===== src/hdl/api_frame_deframer_assert.svh =====
// Assertion macros shared by the frame deframer RTL.
`ifndef API_FRAME_DEFRAMER_ASSERT_SVH
`define API_FRAME_DEFRAMER_ASSERT_SVH

`ifndef ASSERT_OFF

// Same-cycle implication.
`define AFD_ASSERT_IMP(label, clk, rst_n, ante, cons) \
	label: assert property (@(posedge clk) disable iff (!rst_n) (ante) |-> (cons)) \
		else $error("assertion failed");

// Next-cycle implication.
`define AFD_ASSERT_NXT(label, clk, rst_n, ante, cons) \
	label: assert property (@(posedge clk) disable iff (!rst_n) (ante) |=> (cons)) \
		else $error("assertion failed");

`else

`define AFD_ASSERT_IMP(label, clk, rst_n, ante, cons)
`define AFD_ASSERT_NXT(label, clk, rst_n, ante, cons)

`endif

`endif


===== src/hdl/afd_pkg.sv =====
// Types and constants of the frame deframer.
package afd_pkg;

	localparam logic [7:0] PREAMBLE = 8'hED;

	localparam int REG_ADDR_W = 1;
	localparam int REG_DATA_W = 16;

	localparam logic [REG_ADDR_W-1:0] REG_LENGTH_MSB_FIRST = 1'd0;
	localparam logic [REG_ADDR_W-1:0] REG_MAX_PAYLOAD_LEN  = 1'd1;

	localparam logic        RST_LENGTH_MSB_FIRST = 1'b1;
	localparam logic [15:0] RST_MAX_PAYLOAD_LEN  = 16'd255;

	localparam logic [1:0] ST_GOOD     = 2'd0;
	localparam logic [1:0] ST_BAD_SUM  = 2'd1;
	localparam logic [1:0] ST_TOO_LONG = 2'd2;

	typedef struct packed {
		logic        length_msb_first;
		logic [15:0] max_payload_len;
	} afd_cfg_t;

	typedef struct packed {
		logic [7:0]  payload_byte;
		logic [7:0]  frame_kind;
		logic [15:0] byte_index;
		logic        frame_end;
		logic [1:0]  status;
	} afd_result_t;

endpackage


===== src/hdl/afd_if.sv =====
// Channel interfaces of the frame deframer: byte stream, results, register writes.
interface afd_byte_if;
	logic       valid;
	logic       ready;
	logic [7:0] in_byte;

	modport source (output valid, output in_byte, input ready);
	modport sink   (input valid, input in_byte, output ready);
endinterface

interface afd_result_if;
	logic        valid;
	logic        ready;
	logic [7:0]  payload_byte;
	logic [7:0]  frame_kind;
	logic [15:0] byte_index;
	logic        frame_end;
	logic [1:0]  status;

	modport source (output valid, output payload_byte, output frame_kind,
		output byte_index, output frame_end, output status, input ready);
	modport sink   (input valid, input payload_byte, input frame_kind,
		input byte_index, input frame_end, input status, output ready);
endinterface

interface afd_cfg_if;
	logic                            valid;
	logic                            ready;
	logic [afd_pkg::REG_ADDR_W-1:0] addr;
	logic [afd_pkg::REG_DATA_W-1:0] data;

	modport source (output valid, output addr, output data, input ready);
	modport sink   (input valid, input addr, input data, output ready);
endinterface


===== src/hdl/afd_parser.sv =====
// Frame parser: header, payload and checksum state, one byte per step.
`include "api_frame_deframer_assert.svh"

module afd_parser (
	input  logic                  clk,
	input  logic                  arst_n,
	input  logic                  step,
	input  logic [7:0]            in_byte,
	input  afd_pkg::afd_cfg_t     cfg,
	output logic                  has_result,
	output afd_pkg::afd_result_t  res
);

	localparam logic [2:0] PH_HUNT  = 3'd0;
	localparam logic [2:0] PH_TYPE  = 3'd1;
	localparam logic [2:0] PH_LEN1  = 3'd2;
	localparam logic [2:0] PH_LEN2  = 3'd3;
	localparam logic [2:0] PH_DATA  = 3'd4;
	localparam logic [2:0] PH_CHECK = 3'd5;

	logic [2:0]  phase_q, phase_d;
	logic [7:0]  kind_q, kind_d;
	logic [15:0] len_q, len_d;
	logic [15:0] count_q, count_d;
	logic [7:0]  sum_q, sum_d;
	logic [15:0] new_len;
	logic [15:0] count_inc;
	logic [7:0]  sum_add;

	assign new_len   = cfg.length_msb_first ? {len_q[7:0], in_byte} : {in_byte, len_q[7:0]};
	assign count_inc = count_q + 16'd1;
	assign sum_add   = sum_q + in_byte;

	always_comb begin
		phase_d = phase_q;
		kind_d  = kind_q;
		len_d   = len_q;
		count_d = count_q;
		sum_d   = sum_q;
		has_result       = 1'b0;
		res.payload_byte = '0;
		res.frame_kind   = kind_q;
		res.byte_index   = '0;
		res.frame_end    = 1'b0;
		res.status       = afd_pkg::ST_GOOD;
		unique case (phase_q)
			PH_TYPE: begin
				kind_d  = in_byte;
				sum_d   = sum_add;
				phase_d = PH_LEN1;
			end
			PH_LEN1: begin
				len_d   = {8'd0, in_byte};
				sum_d   = sum_add;
				phase_d = PH_LEN2;
			end
			PH_LEN2: begin
				len_d   = new_len;
				sum_d   = sum_add;
				count_d = '0;
				if (new_len > cfg.max_payload_len) begin
					has_result     = 1'b1;
					res.byte_index = new_len;
					res.frame_end  = 1'b1;
					res.status     = afd_pkg::ST_TOO_LONG;
					phase_d        = PH_HUNT;
				end else begin
					phase_d = (new_len == 16'd0) ? PH_CHECK : PH_DATA;
				end
			end
			PH_DATA: begin
				has_result       = 1'b1;
				res.payload_byte = in_byte;
				res.byte_index   = count_q;
				sum_d            = sum_add;
				count_d          = count_inc;
				if (count_inc >= len_q)
					phase_d = PH_CHECK;
			end
			PH_CHECK: begin
				has_result     = 1'b1;
				res.byte_index = len_q;
				res.frame_end  = 1'b1;
				res.status     = (sum_q == in_byte) ? afd_pkg::ST_GOOD : afd_pkg::ST_BAD_SUM;
				phase_d        = PH_HUNT;
			end
			default: begin
				if (in_byte == afd_pkg::PREAMBLE) begin
					sum_d   = afd_pkg::PREAMBLE;
					count_d = '0;
					phase_d = PH_TYPE;
				end else begin
					phase_d = PH_HUNT;
				end
			end
		endcase
	end

	always_ff @(posedge clk or negedge arst_n) begin
		if (!arst_n) begin
			phase_q <= PH_HUNT;
			kind_q  <= '0;
			len_q   <= '0;
			count_q <= '0;
			sum_q   <= '0;
		end else if (step) begin
			phase_q <= phase_d;
			kind_q  <= kind_d;
			len_q   <= len_d;
			count_q <= count_d;
			sum_q   <= sum_d;
		end
	end

	`AFD_ASSERT_IMP(a_data_in_range, clk, arst_n, phase_q == PH_DATA, count_q < len_q)
	`AFD_ASSERT_IMP(a_payload_only_in_data, clk, arst_n, has_result && !res.frame_end, phase_q == PH_DATA)
	`AFD_ASSERT_IMP(a_too_long_ends, clk, arst_n, has_result && res.status == afd_pkg::ST_TOO_LONG, res.frame_end)
	`AFD_ASSERT_NXT(a_check_to_hunt, clk, arst_n, step && phase_q == PH_CHECK, phase_q == PH_HUNT)

endmodule


===== src/hdl/api_frame_deframer.sv =====
// Frame deframer top level: input register, parser, result register, config registers.
// Takes one byte per cycle while the input register does not stall; a byte is parsed in the
// cycle after the edge that accepts it, and any result it causes is loaded into the result
// register at the edge where that byte moves on. The input register stalls only while a
// result waits untaken and the byte in it would make another. Register writes are always
// accepted; after reset length_msb_first is 1 and max_payload_len is 255.
`include "api_frame_deframer_assert.svh"

module api_frame_deframer (
	input  logic         clk,
	input  logic         arst_n,
	afd_byte_if.sink     stream,
	afd_result_if.source result,
	afd_cfg_if.sink      cfg
);

	afd_pkg::afd_cfg_t    cfg_q;
	afd_pkg::afd_result_t res_d, res_q;
	logic                 valid_s1;
	logic [7:0]           byte_s1;
	logic                 has_result;
	logic                 advance;
	logic                 res_valid_q;

	assign cfg.ready = 1'b1;

	always_ff @(posedge clk or negedge arst_n) begin
		if (!arst_n) begin
			cfg_q.length_msb_first <= afd_pkg::RST_LENGTH_MSB_FIRST;
			cfg_q.max_payload_len  <= afd_pkg::RST_MAX_PAYLOAD_LEN;
		end else if (cfg.valid) begin
			unique case (cfg.addr)
				afd_pkg::REG_LENGTH_MSB_FIRST: cfg_q.length_msb_first <= cfg.data[0];
				afd_pkg::REG_MAX_PAYLOAD_LEN:  cfg_q.max_payload_len  <= cfg.data[15:0];
			endcase
		end
	end

	// s1 moves on unless its result has nowhere to go
	assign advance      = valid_s1 && (!has_result || !res_valid_q || result.ready);
	assign stream.ready = !valid_s1 || advance;

	always_ff @(posedge clk or negedge arst_n) begin
		if (!arst_n) begin
			valid_s1 <= 1'b0;
		end else if (stream.ready) begin
			valid_s1 <= stream.valid;
		end
	end

	always_ff @(posedge clk) begin
		if (stream.ready && stream.valid)
			byte_s1 <= stream.in_byte;
	end

	afd_parser u_parser (
		.clk        (clk),
		.arst_n     (arst_n),
		.step       (advance),
		.in_byte    (byte_s1),
		.cfg        (cfg_q),
		.has_result (has_result),
		.res        (res_d)
	);

	always_ff @(posedge clk or negedge arst_n) begin
		if (!arst_n) begin
			res_valid_q <= 1'b0;
		end else if (advance && has_result) begin
			res_valid_q <= 1'b1;
		end else if (result.ready) begin
			res_valid_q <= 1'b0;
		end
	end

	always_ff @(posedge clk) begin
		if (advance && has_result)
			res_q <= res_d;
	end

	assign result.valid        = res_valid_q;
	assign result.payload_byte = res_q.payload_byte;
	assign result.frame_kind   = res_q.frame_kind;
	assign result.byte_index   = res_q.byte_index;
	assign result.frame_end    = res_q.frame_end;
	assign result.status       = res_q.status;

	`AFD_ASSERT_NXT(a_s1_holds, clk, arst_n, valid_s1 && !advance, valid_s1 && $stable(byte_s1))
	`AFD_ASSERT_IMP(a_no_overwrite, clk, arst_n, res_valid_q && !result.ready, !(advance && has_result))
	`AFD_ASSERT_NXT(a_result_loaded, clk, arst_n, advance && has_result, res_valid_q)

endmodule


===== src/flat_wrapper.sv =====
// flat-port wrapper written by rule: the top's interface ports become plain ports
module api_frame_deframer_flat 
  (clk, arst_n, stream_valid, stream_in_byte, stream_ready, result_valid, result_payload_byte, result_frame_kind, result_byte_index, result_frame_end, result_status, result_ready, cfg_valid, cfg_addr, cfg_data, cfg_ready);
  afd_byte_if stream_i ();
  afd_result_if result_i ();
  afd_cfg_if cfg_i ();
  input  logic clk;
  input  logic arst_n;
  input wire logic [$bits(stream_i.valid)-1:0] stream_valid;
  input wire logic [$bits(stream_i.in_byte)-1:0] stream_in_byte;
  output wire logic [$bits(stream_i.ready)-1:0] stream_ready;
  output wire logic [$bits(result_i.valid)-1:0] result_valid;
  output wire logic [$bits(result_i.payload_byte)-1:0] result_payload_byte;
  output wire logic [$bits(result_i.frame_kind)-1:0] result_frame_kind;
  output wire logic [$bits(result_i.byte_index)-1:0] result_byte_index;
  output wire logic [$bits(result_i.frame_end)-1:0] result_frame_end;
  output wire logic [$bits(result_i.status)-1:0] result_status;
  input wire logic [$bits(result_i.ready)-1:0] result_ready;
  input wire logic [$bits(cfg_i.valid)-1:0] cfg_valid;
  input wire logic [$bits(cfg_i.addr)-1:0] cfg_addr;
  input wire logic [$bits(cfg_i.data)-1:0] cfg_data;
  output wire logic [$bits(cfg_i.ready)-1:0] cfg_ready;
  assign stream_i.valid = stream_valid;
  assign stream_i.in_byte = stream_in_byte;
  assign stream_ready = stream_i.ready;
  assign result_valid = result_i.valid;
  assign result_payload_byte = result_i.payload_byte;
  assign result_frame_kind = result_i.frame_kind;
  assign result_byte_index = result_i.byte_index;
  assign result_frame_end = result_i.frame_end;
  assign result_status = result_i.status;
  assign result_i.ready = result_ready;
  assign cfg_i.valid = cfg_valid;
  assign cfg_i.addr = cfg_addr;
  assign cfg_i.data = cfg_data;
  assign cfg_ready = cfg_i.ready;
  api_frame_deframer u_core (.clk(clk), .arst_n(arst_n), .stream(stream_i), .result(result_i), .cfg(cfg_i));
endmodule

===== config.mk =====
export PLATFORM = sky130hd
export DESIGN_NAME = api_frame_deframer_flat
export DESIGN_NICKNAME = d
export VERILOG_FILES = /design/src/hdl/afd_pkg.sv /design/src/hdl/afd_if.sv /design/src/hdl/afd_parser.sv /design/src/hdl/api_frame_deframer.sv /design/src/flat_wrapper.sv
export VERILOG_INCLUDE_DIRS = /design/src /design/src/hdl
export SDC_FILE = /design/constraint.sdc
export NUM_CORES = 1
export LEC_CHECK = 0
export ABC_AREA = 1
export BUFFER_PORTS_ARGS = -buffer_cell sky130_fd_sc_hd__buf_2
export CORE_MARGIN = 3
export CORE_UTILIZATION = 59
export CTS_CLUSTER_SIZE = 20
export DETAILED_ROUTE_END_ITERATION = 10
export PLACE_DENSITY_LB_ADDON = 0.05
export SYNTH_ARGS = -nofsm -noshare
export SYNTH_HDL_FRONTEND = slang
export SYNTH_HIERARCHICAL = 1
export SYNTH_SLANG_ARGS = --single-unit

===== constraint.sdc =====
create_clock -name clk -period 4 [get_ports clk]
set_clock_uncertainty 0.05 [all_clocks]
set_input_delay 0.8 -clock clk [delete_from_list [all_inputs] [get_ports clk]]
set_output_delay 0.8 -clock clk [all_outputs]
set_load 0.1 [all_outputs]

* Yosys cells after proc, flatten, opt, wreduce, memory -nomap -nowiden
Index checks and enable logic that the tools add are counted.
** Storage, ports and cells
- Bits in registers :: 113
- Output and inout bits :: 38
- Word-level logic and storage cells :: 73
** Cells by class
- Add/subtract/negate cells :: 2
- Order comparisons :: 2
- Equal/unequal tests :: 8
- Mux-type cells :: 19
- Bitwise logic cells :: 3
- Reductions and logical operators :: 24
** Operator list (number)
- case mux 16 bit (3 select lines) :: 2
- 2-to-1 mux 16 bit :: 2
- case mux 16 bit (2 select lines) :: 1
- 2-to-1 mux 19 bit :: 1
- adder 16 x 1 -> 16 bit, second input constant :: 1
- >= comparator 16 bit :: 1
- greater-than comparator 16 bit :: 1
- logical NOT 16 bit :: 1
- case mux 8 bit (2 select lines) :: 1
- case mux 3 bit (5 select lines) :: 1
- AND reduction 2 bit :: 5
- adder 8 bit :: 1
- == test 8 bit :: 1
- == test 8 bit, second input constant :: 1
- 2-to-1 mux 8 bit :: 1
- == test 3 x 2 -> 1 bit, second input constant :: 2
- == test 3 bit, second input constant :: 2
- 2-to-1 mux 1 bit :: 6
- 2-to-1 mux 3 bit :: 2
- case mux 3 bit (2 select lines) :: 1
- AND reduction 3 bit :: 2
- nonzero test 2 bit :: 3
- OR reduction 4 bit :: 1
- == test 3 x 1 -> 1 bit, second input constant :: 1
- 9 further kinds :: 17

* Longest topological paths before layout
Gate-level depths: netlist of the first run.
- Depth in word-level cells :: 10
- Depth in mapped cells :: 24
- Mapped depth without buffers :: 23

* Hierarchy
The synthesis of the first run kept the hierarchy.
** By module, submodules not included
- afd_parser :: times used 1, cells each 581, area an instance 4157.7 sq um, seq. area each 1276.2 sq um
- api_frame_deframer :: times used 1, cells each 134, area an instance 2144.6 sq um, seq. area each 1778.0 sq um

* Least setup slack after synthesis of the first run
OpenSTA, ideal clock, no wires.
- Kind :: reg-to-output
- Start point :: reg u_core/cfg_q[16] (netlist name)
- End point :: out stream_ready
- Arrival :: 3.098 ns
- Slack :: 0.052 ns
- Stages on the path, launching flop included :: 14
- Path buffers :: 2
- Cells stage by stage :: dfstp_2 -> buf_2 -> nand2_1 -> o21ai_0 -> inv_1 -> ha_1 -> nand2_1 -> nor3_1 -> nand2_1 -> nand2_1 -> nand2_1 -> buf_2 -> o21ai_0 -> nand4_1
** Between the ends
- Cells in the longest elaborated chain, start to end :: 9
** Ends and longest elaborated chain
- from (decl) :: RTL line api_frame_deframer.sv:17 : afd_pkg::afd_cfg_t cfg_q;
- 2-to-1 mux 16 bit :: RTL line afd_parser.sv:30 : assign new_len = cfg.length_msb_first ? {len_q[7:0], in_byte} : {in_byte, len_q[7:0]};
- greater-than comparator 16 bit :: RTL line afd_parser.sv:61 : if (new_len > cfg.max_payload_len) begin
- 2-to-1 mux 1 bit :: RTL line afd_parser.sv:61
- case mux 1 bit (2 select lines) :: RTL line afd_parser.sv:46 : unique case (phase_q)
- net u_core.has_result :: RTL line api_frame_deframer.sv:21 : logic has_result;
- logical NOT 1 bit :: RTL line api_frame_deframer.sv:40 : assign advance = valid_s1 && (!has_result || !res_valid_q || result.ready);
- logical OR 1 bit (2 in series) :: RTL line api_frame_deframer.sv:40
- logical AND 1 bit :: RTL line api_frame_deframer.sv:40
- logical OR 1 bit :: RTL line api_frame_deframer.sv:41 : assign stream.ready = !valid_s1 || advance;
- to (decl) :: RTL line flat_wrapper.sv:11 : output wire logic [$bits(stream_i.ready)-1:0] stream_ready;
The timed path passes the listed nets, and every way through them passes these cells.

* Worst setup path after layout of the first run
Ends and elaborated chain as after synthesis.

==> results_dict.tcl, run 1 <==
set metrics [dict create \
    synth.top_cells.by_area "dfrtp_1, edfxtp_1, nand2_1" \
    power.density_nw_per_um2 731 \
    diodes 0 \
    whs_path_depth 0 \
    fmax_mhz 255 \
    area_growth_pct 19.8 \
    status "finished clean" \
    synth_enable_flop_cells 43 \
    htreeDepth 4 \
    grt_max_degree 71 \
    cap_violations 0 \
    clk_pin_slew_ns 0.05 \
    required_ns 3.15 \
    drive_above_1_share_pct 22.2 \
    synth_xor_area_share_pct 2.22 \
    worstMarginPinSlew_ns 0.937 \
    total_power_mw 5.52 \
    final_cell_area_sq_um 7550 \
    io_buffer_count 66 \
    grt_pass1_vias 5070 \
    ys_ff_latch 113 \
    endpoint_kind "output pin" \
    start_kind "register" \
    synthAdderAreaFrac_pct 8.26 \
    drtIter0Drc 424 \
    syn_nets 786 \
    crit_type "register to output pin" \
    syn_area_per_cell_sq_um 8.81 \
    fin_ws_ns 0.0832 \
    hold_end "u_core/result.frame_kind[6]" \
    yosysMostFrequentCell "nand2_1" \
    netlist_area_sq_um 6300 \
    synth_warnings 6 \
    numClockSinks 113 \
    period_share_pct 97.9 \
    synthFlopType "dfrtp_1" \
    dp_cells 900 \
    pre_cts_slack_ns 0.184 \
    crit_chain "clkbuf_16, o21ai_2, inv_1, ha_1, nand4_1, nor3_2, nand2_1, nand2_1, nand2_2, o21ai_2, nand4_1, buf_12" \
    vias 5363 \
    gr-usage-all-layers_pct 27.5 \
    io_pins 68 \
    grt_overflow_total 0 \
    yosysTopAreaCellShare_pct 24.2 \
    wire_per_inst_microns 16.9 \
    cp_slowest_cell "dfstp_4" \
    r2r_cells 15 \
    fill_cells 806 \
    synth_compound_area_share_pct 11.8 \
    seq_area_sq_um 3060 \
    max_stage_delay_ns 0.51 \
    die_y_microns 109 \
    slew_headroom_pct 37.5 \
    rsz0062_at_grt "true" \
    initial_core_util_pct 60.8 \
    p_leak_nw 3.54 \
    reg2reg_to "u_core/u_parser/kind_q[1]" \
    postPlaceCellArea_sq_um 6710 \
    cp.arrival_ns 3.07 \
    place.gp.congestion 0.908 \
    clock_path_buffers 2 \
    setup_viol 0 \
    grt_pass1_wl_mm 24.9 \
    postCtsHoldBufs 0 \
    design.core.area_sq_um 10400 \
    hold_class "register to register" \
    cts_made_buffers 17 \
    multi_input_area_sq_um 2810 \
    dp_hpwl_mm 11.3 \
    seq_area_frac_synth_pct 48.5 \
    hp-start "u_core/u_parser/kind_q[6]" \
    drv_slew 0 \
    synth_cell_type_count 47 \
    cts_root_buf "clkbuf_8" \
    avgViaCountPerCell 5.69 \
    final_nets 864 \
    synthMuxAreaShare_pct 0 \
    synthArstFlopShare_pct 61.9 \
    drc 0 \
    die_w_microns 109 \
    synth_common_cells "nand2_1, inv_1, dfrtp_1, o21ai_0, edfxtp_1" \
    cts_tree "built" \
    r2r_start "u_core/cfg_q[16]" \
    dieArea_sq_um 12000 \
    min_period_ns 3.92 \
    num_rows 37 \
    totalWireLength_mm 15.9 \
    ant_nets 0 \
    clock_latency_ns 0.51 \
    synth_top_family_by_area "simple AND/OR/NAND/NOR gates" \
    cp_max_fo 7 \
    reg2reg_slack_ns 0.24 \
    ir_drop_mv 0.402 \
    synthSimpleGateAreaFrac_pct 20.3 \
    fin_cells 942 \
    yosys.area.top_type "dfrtp_1" \
    synthCells 715 \
    fin_util_pct 72.8 \
    antenna_found_initial 0 \
    final-hold-violation-count 0 \
    firstDrtPassIters 5 \
]
[worst max-delay path by stage]
stage | startpoint | end | slack (ns) | depth (start not counted)
after floorplan | u_core/cfg_q[16] | stream_ready | 0.05 | 13
after global placement | u_core/cfg_q[16] | stream_ready | 0.26 | 12
after detailed placement | u_core/cfg_q[16] | stream_ready | 0.18 | 12
after CTS | u_core/cfg_q[16] | stream_ready | 0.004 | 12
after global routing | u_core/cfg_q[16] | stream_ready | -0.13 | 12
final | u_core/cfg_q[16] | stream_ready | 0.08 | 12
[placed cells by master (no fill, tap or decap), drive strengths merged, types with 2 or more instances in the layout]
cell type,count
clkinvlp,2
nand3,38
o22ai,8
buf,81
xor2,13
a31oi,2
nor2,41
edfxtp,43
xnor2,3
inv,107
dfstp,9
o211ai,3
nand4,8
nand2,184
clkinv,7
dfrtp,61
o21ai,73
nor3,10
o221ai,14
clkbuf,21
a21oi,26
ha,40
bufinv,4
[area by class of cell]
type | count | share of cell area, %
Inverter | 108 | 5.40
Timing Repair Buffer | 82 | 6.88
Clock inverter | 12 | 2.19
Sequential cell | 113 | 40.5
Tap cell | 136 | 2.25
Multi-Input combinational cell | 471 | 37.1
Clock buffer | 20 | 5.63
[flip-flops by register name, summed over array words and instances (netlist names), 2 cells and up]
signal / count
u_core/result.status: 2
u_core/u_parser/phase_q: 3
u_core/result.byte_index: 16
u_core/cfg_q: 17
u_core/u_parser/sum_q: 8
u_core/u_parser/count_q: 16
u_core/u_parser/len_q: 16
u_core/result.frame_kind: 8
u_core/byte_s1: 8
u_core/u_parser/kind_q: 8
u_core/result.payload_byte: 8
[critical path, delay by kind of cell, from the launching register on]
| kind | cells | cell delay (ns) |
|---|---|---|
| and+or+nand+nor | 6 | 0.84 |
| DFF | 1 | 0.51 |
| AOI/OAI and AO/OA | 2 | 0.38 |
| adders and majority gates | 1 | 0.31 |
| buffers and inverters | 3 | 0.51 |
[metrics by stage]
stage | TNS (ns) | hold WS (ns)
after floorplan | 0 | 0.375
after global placement | 0 | 0.383
after detailed placement | 0 | 0.380
after CTS | 0 | 0.392
after global routing | -0.131 | 0.391
final | 0 | 0.392
[cells by family (layout without fill, tap and decap cells)]
family | after synthesis | after routing
compound gates | 130 | 130
buf+inv | 131 | 222
fa+ha+maj | 41 | 41
other cells | 1 | 1
simple gates | 283 | 283
xor+xnor | 16 | 16
flops | 113 | 113
[layer usage]
metal / vias up / global-route usage [%] / routed length (microns)
met2: 218 / 45.4 / 7890
met5: - / 0 / 0
met4: 0 / 10.8 / 266
met1: 2589 / 35.9 / 6710
li1: 2526 / - / -
met3: 30 / 5.23 / 1060
[report_power, final]
group          switching, mW  internal [mW]  leakage [nW]
registers              0.206           1.54          1.25
clock network          0.511           1.00         0.281
logic                   1.57          0.686          2.01
total                   2.29           3.23          3.54
[repair_timing]
action                                  in CTS  in global routing
gates cloned                                 0                  1
pin swaps                                    1                  6
setup buffers                                1                  8
resized for setup                           14                 42
endpoints found under the setup margin       1                  1
Note: power is estimated with default switching activity, not from simulation.
==> run 2: changes to the inputs <==
CORE_ASPECT_RATIO = 0.5   (was not set)
==> results_dict.tcl, run 2 (synthesis results as in run 1) <==
set metrics [dict create \
    status "finished clean" \
    reg2reg_slack_ns 0.31 \
    worstMarginPinSlew_ns 0.625 \
    place.gp.congestion 0.945 \
    numClockSinks 113 \
    io_pins 68 \
    clock_path_buffers 2 \
    min_period_ns 3.84 \
    wire_per_inst_microns 16.9 \
    cp_slowest_cell "dfstp_4" \
    ant_nets 0 \
    drc 0 \
    gr-usage-all-layers_pct 27.8 \
    final_nets 857 \
    cts_root_buf "clkbuf_16" \
    largest_reg_flops 17 \
    final_common_cell "nand2_1" \
    grt_pass1_wl_mm 26.2 \
    rsz0062_at_grt "false" \
    postCtsHoldBufs 0 \
    fmax_mhz 261 \
    io_buffer_count 66 \
    cts_tree "built" \
    reg2reg_to "u_core/u_parser/count_q[5]" \
    most-common-layout-cells "nand2_1, inv_1, buf_2, dfrtp_1, o21ai_0" \
    hold_class "input port to async pin" \
    avgViaCountPerCell 5.72 \
    start_kind "register" \
    final-hold-violation-count 0 \
    pre_cts_slack_ns 0.253 \
    initial_core_util_pct 63.6 \
    r2r_cells 15 \
    design.core.area_sq_um 9920 \
    cp-endpoint "stream_ready" \
    num_rows 25 \
    grt_overflow_total 0 \
    htreeDepth 4 \
    grt_max_degree 64 \
    final_cell_area_sq_um 7340 \
    die_w_microns 152 \
    cap_violations 0 \
    required_ns 3.15 \
    fin_ws_ns 0.164 \
    crit_chain "clkbuf_8, nand2_1, o21ai_0, ha_1, a21oi_1, nor2_1, nor2_1, nand2_1, nand2_1, nand2_1, nand2_1, o21ai_2, nand4_1, buf_8" \
    fill_cells 711 \
    cts_made_buffers 17 \
    cp_max_fo 18 \
    vias 5345 \
    r2r_start "u_core/cfg_q[16]" \
    firstDrtPassIters 5 \
    antenna_found_initial 0 \
    fin_cells 934 \
    grt_pass1_vias 5174 \
    clock_latency_ns 0.42 \
    totalWireLength_mm 15.8 \
    diodes 0 \
    cp.arrival_ns 2.99 \
    crit_top_cell "nand2_1" \
    setup_viol 0 \
    area_growth_pct 16.4 \
    power.density_nw_per_um2 734 \
    postPlaceCellArea_sq_um 6710 \
    die_y_microns 79.1 \
    regMostFlops "u_core/cfg_q" \
    drtIter0Drc 520 \
    total_power_mw 5.38 \
    drive_above_1_share_pct 19.3 \
    cp-startpoint "u_core/cfg_q[16]" \
    dp_cells 899 \
    max_stage_delay_ns 0.71 \
    tns_ns 0 \
    dp_hpwl_mm 11.0 \
    drv_slew 0 \
    dieArea_sq_um 12000 \
    ir_drop_mv 0.354 \
    slew_headroom_pct 58.2 \
    endpoint_kind "output pin" \
    crit_type "register to output pin" \
    clk_pin_slew_ns 0.06 \
    period_share_pct 95.9 \
    p_leak_nw 3.47 \
]
run 2: metal layers:
layer	GRT usage [%]	up-vias	wire length (microns)
met5	0	-	0
met4	9.15	0	225
met3	8.33	29	1650
met2	42.1	268	6780
met1	38.9	2528	7160
li1	-	2520	-
run 2: report_power, final:
part	internal (mW)	switching, mW	total (mW)
combinational	0.626	1.54	2.17
clock	0.915	0.549	1.46
sequential	1.55	0.206	1.75
total	3.09	2.30	5.38
run 2: metrics by stage:
step	hold WS (ns)	utilization [%]
2_1_floorplan	0.375	-
3_3_place_gp	0.382	67.6
3_5_place_dp	0.385	67.6
4_1_cts	0.181	73.5
5_1_grt	0.189	74.0
6_report	0.191	74.0
run 2: final cells by class:
cell class	instances	area (sq um)	area share, %
timing repair buffer	75	427	5.82
sequential	113	3060	41.7
tap	135	169	2.30
inverter	108	408	5.56
clock buffer	19	433	5.90
clock inverter	13	139	1.89
multi-input combinational	471	2700	36.9
run 2: what timing repair did:
item,in CTS,in global routing
pin swaps,0,1
buffers inserted,0,3
resized for setup,3,12
endpoints found under the setup margin,1,1
run 2: worst min-delay path by stage:
stage                                    from                           to  slack, ns  cells past startpoint
floorplan           u_core/u_parser/kind_q[0]  u_core/result.frame_kind[0]       0.38                      0
global placement    u_core/u_parser/kind_q[5]  u_core/result.frame_kind[5]       0.38                      0
detailed placement  u_core/u_parser/kind_q[6]  u_core/result.frame_kind[6]       0.39                      0
CTS                                    arst_n    u_core/u_parser/len_q[14]       0.18                      1
global route                           arst_n    u_core/u_parser/len_q[15]       0.19                      1
finish                                 arst_n    u_core/u_parser/len_q[14]       0.19                      1
run 2: critical path: cells and delay by family (launching register included):
kind / cells / cell delay (ns)
buffers and inverters: 2 / 0.46
adder cells (fa/ha/maj): 1 / 0.33
AND/OR/NAND/NOR: 8 / 0.64
AO/OA/AOI/OAI: 3 / 0.43
flip-flops: 1 / 0.71
